==> src/hw/rtl/rmt_pkg.sv <==
// ----------------------------------------------------------------------------
// rmt_pkg: shared types and constants for the running median tracker
// Data and count widths, operation codes and the per-cell control word.
// ----------------------------------------------------------------------------
package rmt_pkg;

    localparam int DATA_W       = 32;
    localparam int COUNT_W      = 7;
    localparam int CAPACITY_DEF = 64;

    localparam logic OP_INSERT = 1'b0;
    localparam logic OP_REMOVE = 1'b1;

    // control broadcast to every cell of the row
    typedef struct packed {
        logic                     ins_en;
        logic                     rem_en;
        logic signed [DATA_W-1:0] value;
    } cell_ctrl_t;

endpackage

==> src/hw/rtl/rmt_cell.sv <==
// ----------------------------------------------------------------------------
// rmt_cell: one slot of the sorted row
// Holds one value; compares it with the broadcast word and takes the word,
// its left neighbour's value or its right neighbour's value.
// ----------------------------------------------------------------------------
module rmt_cell #(
    parameter int INDEX = 0,
    parameter int CNT_W = 7
) (
    input  logic                              aclk,
    input  rmt_pkg::cell_ctrl_t               ctrl,
    input  logic [CNT_W-1:0]                  count,
    input  logic [CNT_W-1:0]                  med_idx,
    input  logic                              left_gt,
    input  logic signed [rmt_pkg::DATA_W-1:0] left_data,
    input  logic signed [rmt_pkg::DATA_W-1:0] right_data,
    output logic                              gt,
    output logic                              eq,
    output logic signed [rmt_pkg::DATA_W-1:0] data,
    output logic [rmt_pkg::DATA_W-1:0]        tap
);

    localparam logic [CNT_W-1:0] MY_IDX = CNT_W'(INDEX);

    logic signed [rmt_pkg::DATA_W-1:0] data_reg;
    logic signed [rmt_pkg::DATA_W-1:0] data_next;
    logic                              occ;
    logic                              at_end;
    logic                              ge;

    assign occ    = count > MY_IDX;
    assign at_end = count == MY_IDX;
    assign gt     = occ && (ctrl.value < data_reg);
    assign ge     = occ && !(data_reg < ctrl.value);
    assign eq     = occ && (data_reg == ctrl.value);
    assign data   = data_reg;
    assign tap    = (med_idx == MY_IDX) ? data_reg : '0;

    always_comb begin
        data_next = data_reg;
        if (ctrl.ins_en) begin
            // larger values move right by one, the new word drops into the gap
            if (left_gt) begin
                data_next = left_data;
            end else if (gt || at_end) begin
                data_next = ctrl.value;
            end
        end else if (ctrl.rem_en) begin
            // duplicates shifting over each other is harmless
            if (ge) begin
                data_next = right_data;
            end
        end
    end

    always_ff @(posedge aclk) begin
        data_reg <= data_next;
    end

endmodule

==> config.mk <==
export PLATFORM = sky130hd
export DESIGN_NAME = rmt_cell
export DESIGN_NICKNAME = d
export VERILOG_FILES = /design/src/hw/rtl/rmt_pkg.sv /design/src/hw/rtl/rmt_cell.sv
export SDC_FILE = /design/constraint.sdc
export NUM_CORES = 1
export LEC_CHECK = 0
export ABC_AREA = 1
export BUFFER_PORTS_ARGS = -buffer_cell sky130_fd_sc_hd__clkbuf_2
export CAP_MARGIN = 30
export CORE_MARGIN = 5
export CORE_UTILIZATION = 47
export CTS_CLUSTER_DIAMETER = 150
export CTS_CLUSTER_SIZE = 24
export DETAILED_ROUTE_END_ITERATION = 6
export PLACE_DENSITY = 0.88
export SYNTH_ARGS = -nofsm -noshare
export SYNTH_HDL_FRONTEND = slang
export SYNTH_SLANG_ARGS = --single-unit
==> constraint.sdc <==
create_clock -name aclk -period 4.35 [get_ports aclk]
set_input_delay 0.87 -clock aclk [delete_from_list [all_inputs] [get_ports aclk]]
set_output_delay 0.87 -clock aclk [all_outputs]
set_load 0.01 [all_outputs]
==> results.yml <==
worst_setup_path:
  startpoint_type: "primary input"
  worst_ep_required_time_ns: 3.48
  end_kind: "output pin"
  path_class: "primary input to output pin"
  cp-startpoint: "ctrl[23]"
  arrival_ns: 2.43
  rr_startpoint: "data[23]$_DFFE_PP_"
  path_max_fanout: 3
routing:
  num_vias: 3305
  drt-total-wl_um: 9230
  drt_pass1_iterations: 5
  drc: 0
  avgRoutedWirePerCell_um: 14.2
  drtIter0Drc: 154
  ant_nets: 0
  drt-vias-per-instance: 5.10
power:
  power_density_mw_per_mm2: 273
  vdd_drop_max_mv: 0.149
  p_total_mw: 1.04
  p_leak_nw: 2.23
floorplanning:
  rows: 28
  pin_count: 180
  dieHeight_um: 87.0
  dieArea_sq_mm: 0.00757
  start_util_pct: 47.7
  core-area_sq_mm: 0.00585
  die_x_um: 87.0
final_layout:
  n_antenna_cell: 0
  fin_nets: 719
  final_cell_mix: "clkbuf_2, nor2_1, inv_1"
  largest_register_ffs: 32
  design_area_sq_mm: 0.00381
  syn2layout_area_growth_pct: 36.7
  layout.cells.non_filler: 648
  final_util_pct: 65.2
  final_common_cell: "clkbuf_2"
  drive_above_1_share_pct: 34.2
flow_run:
  max_cap_violations: 0
sta:
  fmaxAchievable_mhz: 303
  fin_crit_ns: 3.30
  final_hold_viol_count: 0
  worst_slew_pin_slew_ns: 0.811
  period_share_pct: 75.8
  setup_tns_ns: 0
  clock_skew_ns: 0.00833
  hold_slack_ns: 0.870
  worst_slack_ns: 1.05
  rsz0062_at_grt: "no"
  max_slew_margin_pct: 45.9
  setup_viol: 0
  finalMaxSlewViolations: 0
clocking:
  clockRootBuffer: "clkbuf_8"
  clk_latency_ns: 0.28
  cts_tree: "yes"
  clock_sinks: 32
  cts_setup_buffers: 0
  clock_path_buffers: 2
  htreeDepth: 2
  cts_resized: 0
  path_clk_slew_ns: 0.07
  hold_buffers: 0
  cts_buffers: 5
global_route:
  grt_overflow: 0
  grtUsageTotal_pct: 23.9
  grt_max_degree: 35
  antenna_found_initial: 0
  grt_pass1_vias: 3262
  grt_pass1_wl_um: 14300
min_path:
  worstHoldPathType: "primary input to register"
  hp-start: "right_data[27]"
place:
  gp_congestion: 0.849
  dp_hpwl_um: 7410
  place_inst: 641
  dp_slack_ns: 0.982
  numPortBuffers: 179
  placed_cell_area_sq_mm: 0.00374
logic_synthesis:
  yosysSeqAreaShare_pct: 34.5
  synth_cell_type_count: 21
  synth_warnings: 0
  syn_nets: 546
  synth-seq-cells: 32
  avgSynthCellArea_sq_um: 6.97
  synthCells: 400
  netlist_area_sq_mm: 0.00279
outcome:
  status: "finished clean"
cell families (layout without fill, tap and decap cells):
| family | count (synthesis) | in the layout | synth area share, % |
|---|---|---|---|
| adders and majority gates | 32 | 32 | 14.4 |
| buffers and inverters | 90 | 263 | 12.1 |
| AOI/OAI and AO/OA | 85 | 85 | 15.7 |
| DFF | 32 | 32 | 34.5 |
| and+or+nand+nor | 161 | 161 | 23.3 |
cells in the mapped netlist (all sizes together):
cell type / instances / area, sq um
nor3b: 1 / 12.5
clkbuf: 15 / 56.3
nand4: 3 / 18.8
nand3: 5 / 30.0
o21ai: 67 / 335
nor2: 78 / 295
nor4: 2 / 12.5
o21a: 2 / 15.0
edfxtp: 32 / 961
nor3: 3 / 15.0
nand2: 69 / 267
inv: 75 / 282
a21o: 2 / 15.0
a21oi: 14 / 73.8
ha: 32 / 400
final timing paths:
check	endpoint	slack (ns)	depth (start not counted)
min reg2reg	data[11]$_DFFE_PP_	1.32	6
max	gt	1.05	12
min	data[27]$_DFFE_PP_	0.87	3
max reg2reg	data[2]$_DFFE_PP_	1.61	12
cell type report:
cell class,count,area (sq um)
clock inverter,2,7.51
clock buffer,5,68.8
multi-input combinational,278,1490
timing repair buffer,181,911
fill,538,2040
sequential,32,961
inverter,75,282
tap,75,93.8
critical path, stage by stage:
cell and delay [ns]:
clkbuf_2 0.09, inv_1 0.05, ha_1 0.29, nand2_1 0.07, nor2_1 0.19, nand3_1 0.11, nor3b_2 0.17, nand2_1 0.08
nand3_1 0.10, nand3_2 0.09, nor2_1 0.14, clkbuf_2 0.16
where the power goes:
part           internal, mW  leakage (nW)  switching, mW
clock                 0.106        0.0391          0.106
sequential            0.405         0.320         0.0414
combinational         0.159          1.87          0.224
total                 0.669          2.23          0.372
per-layer routing:
| layer | part of all wire, % | global-route usage, % |
|---|---|---|
| met3 | 10 | 5.01 |
| met4 | 1.5 | 9.21 |
| met1 | 36 | 26.7 |
| met5 | 0 | 0 |
| met2 | 52 | 43.9 |
No activity file was read; power rests on OpenSTA's default activity.
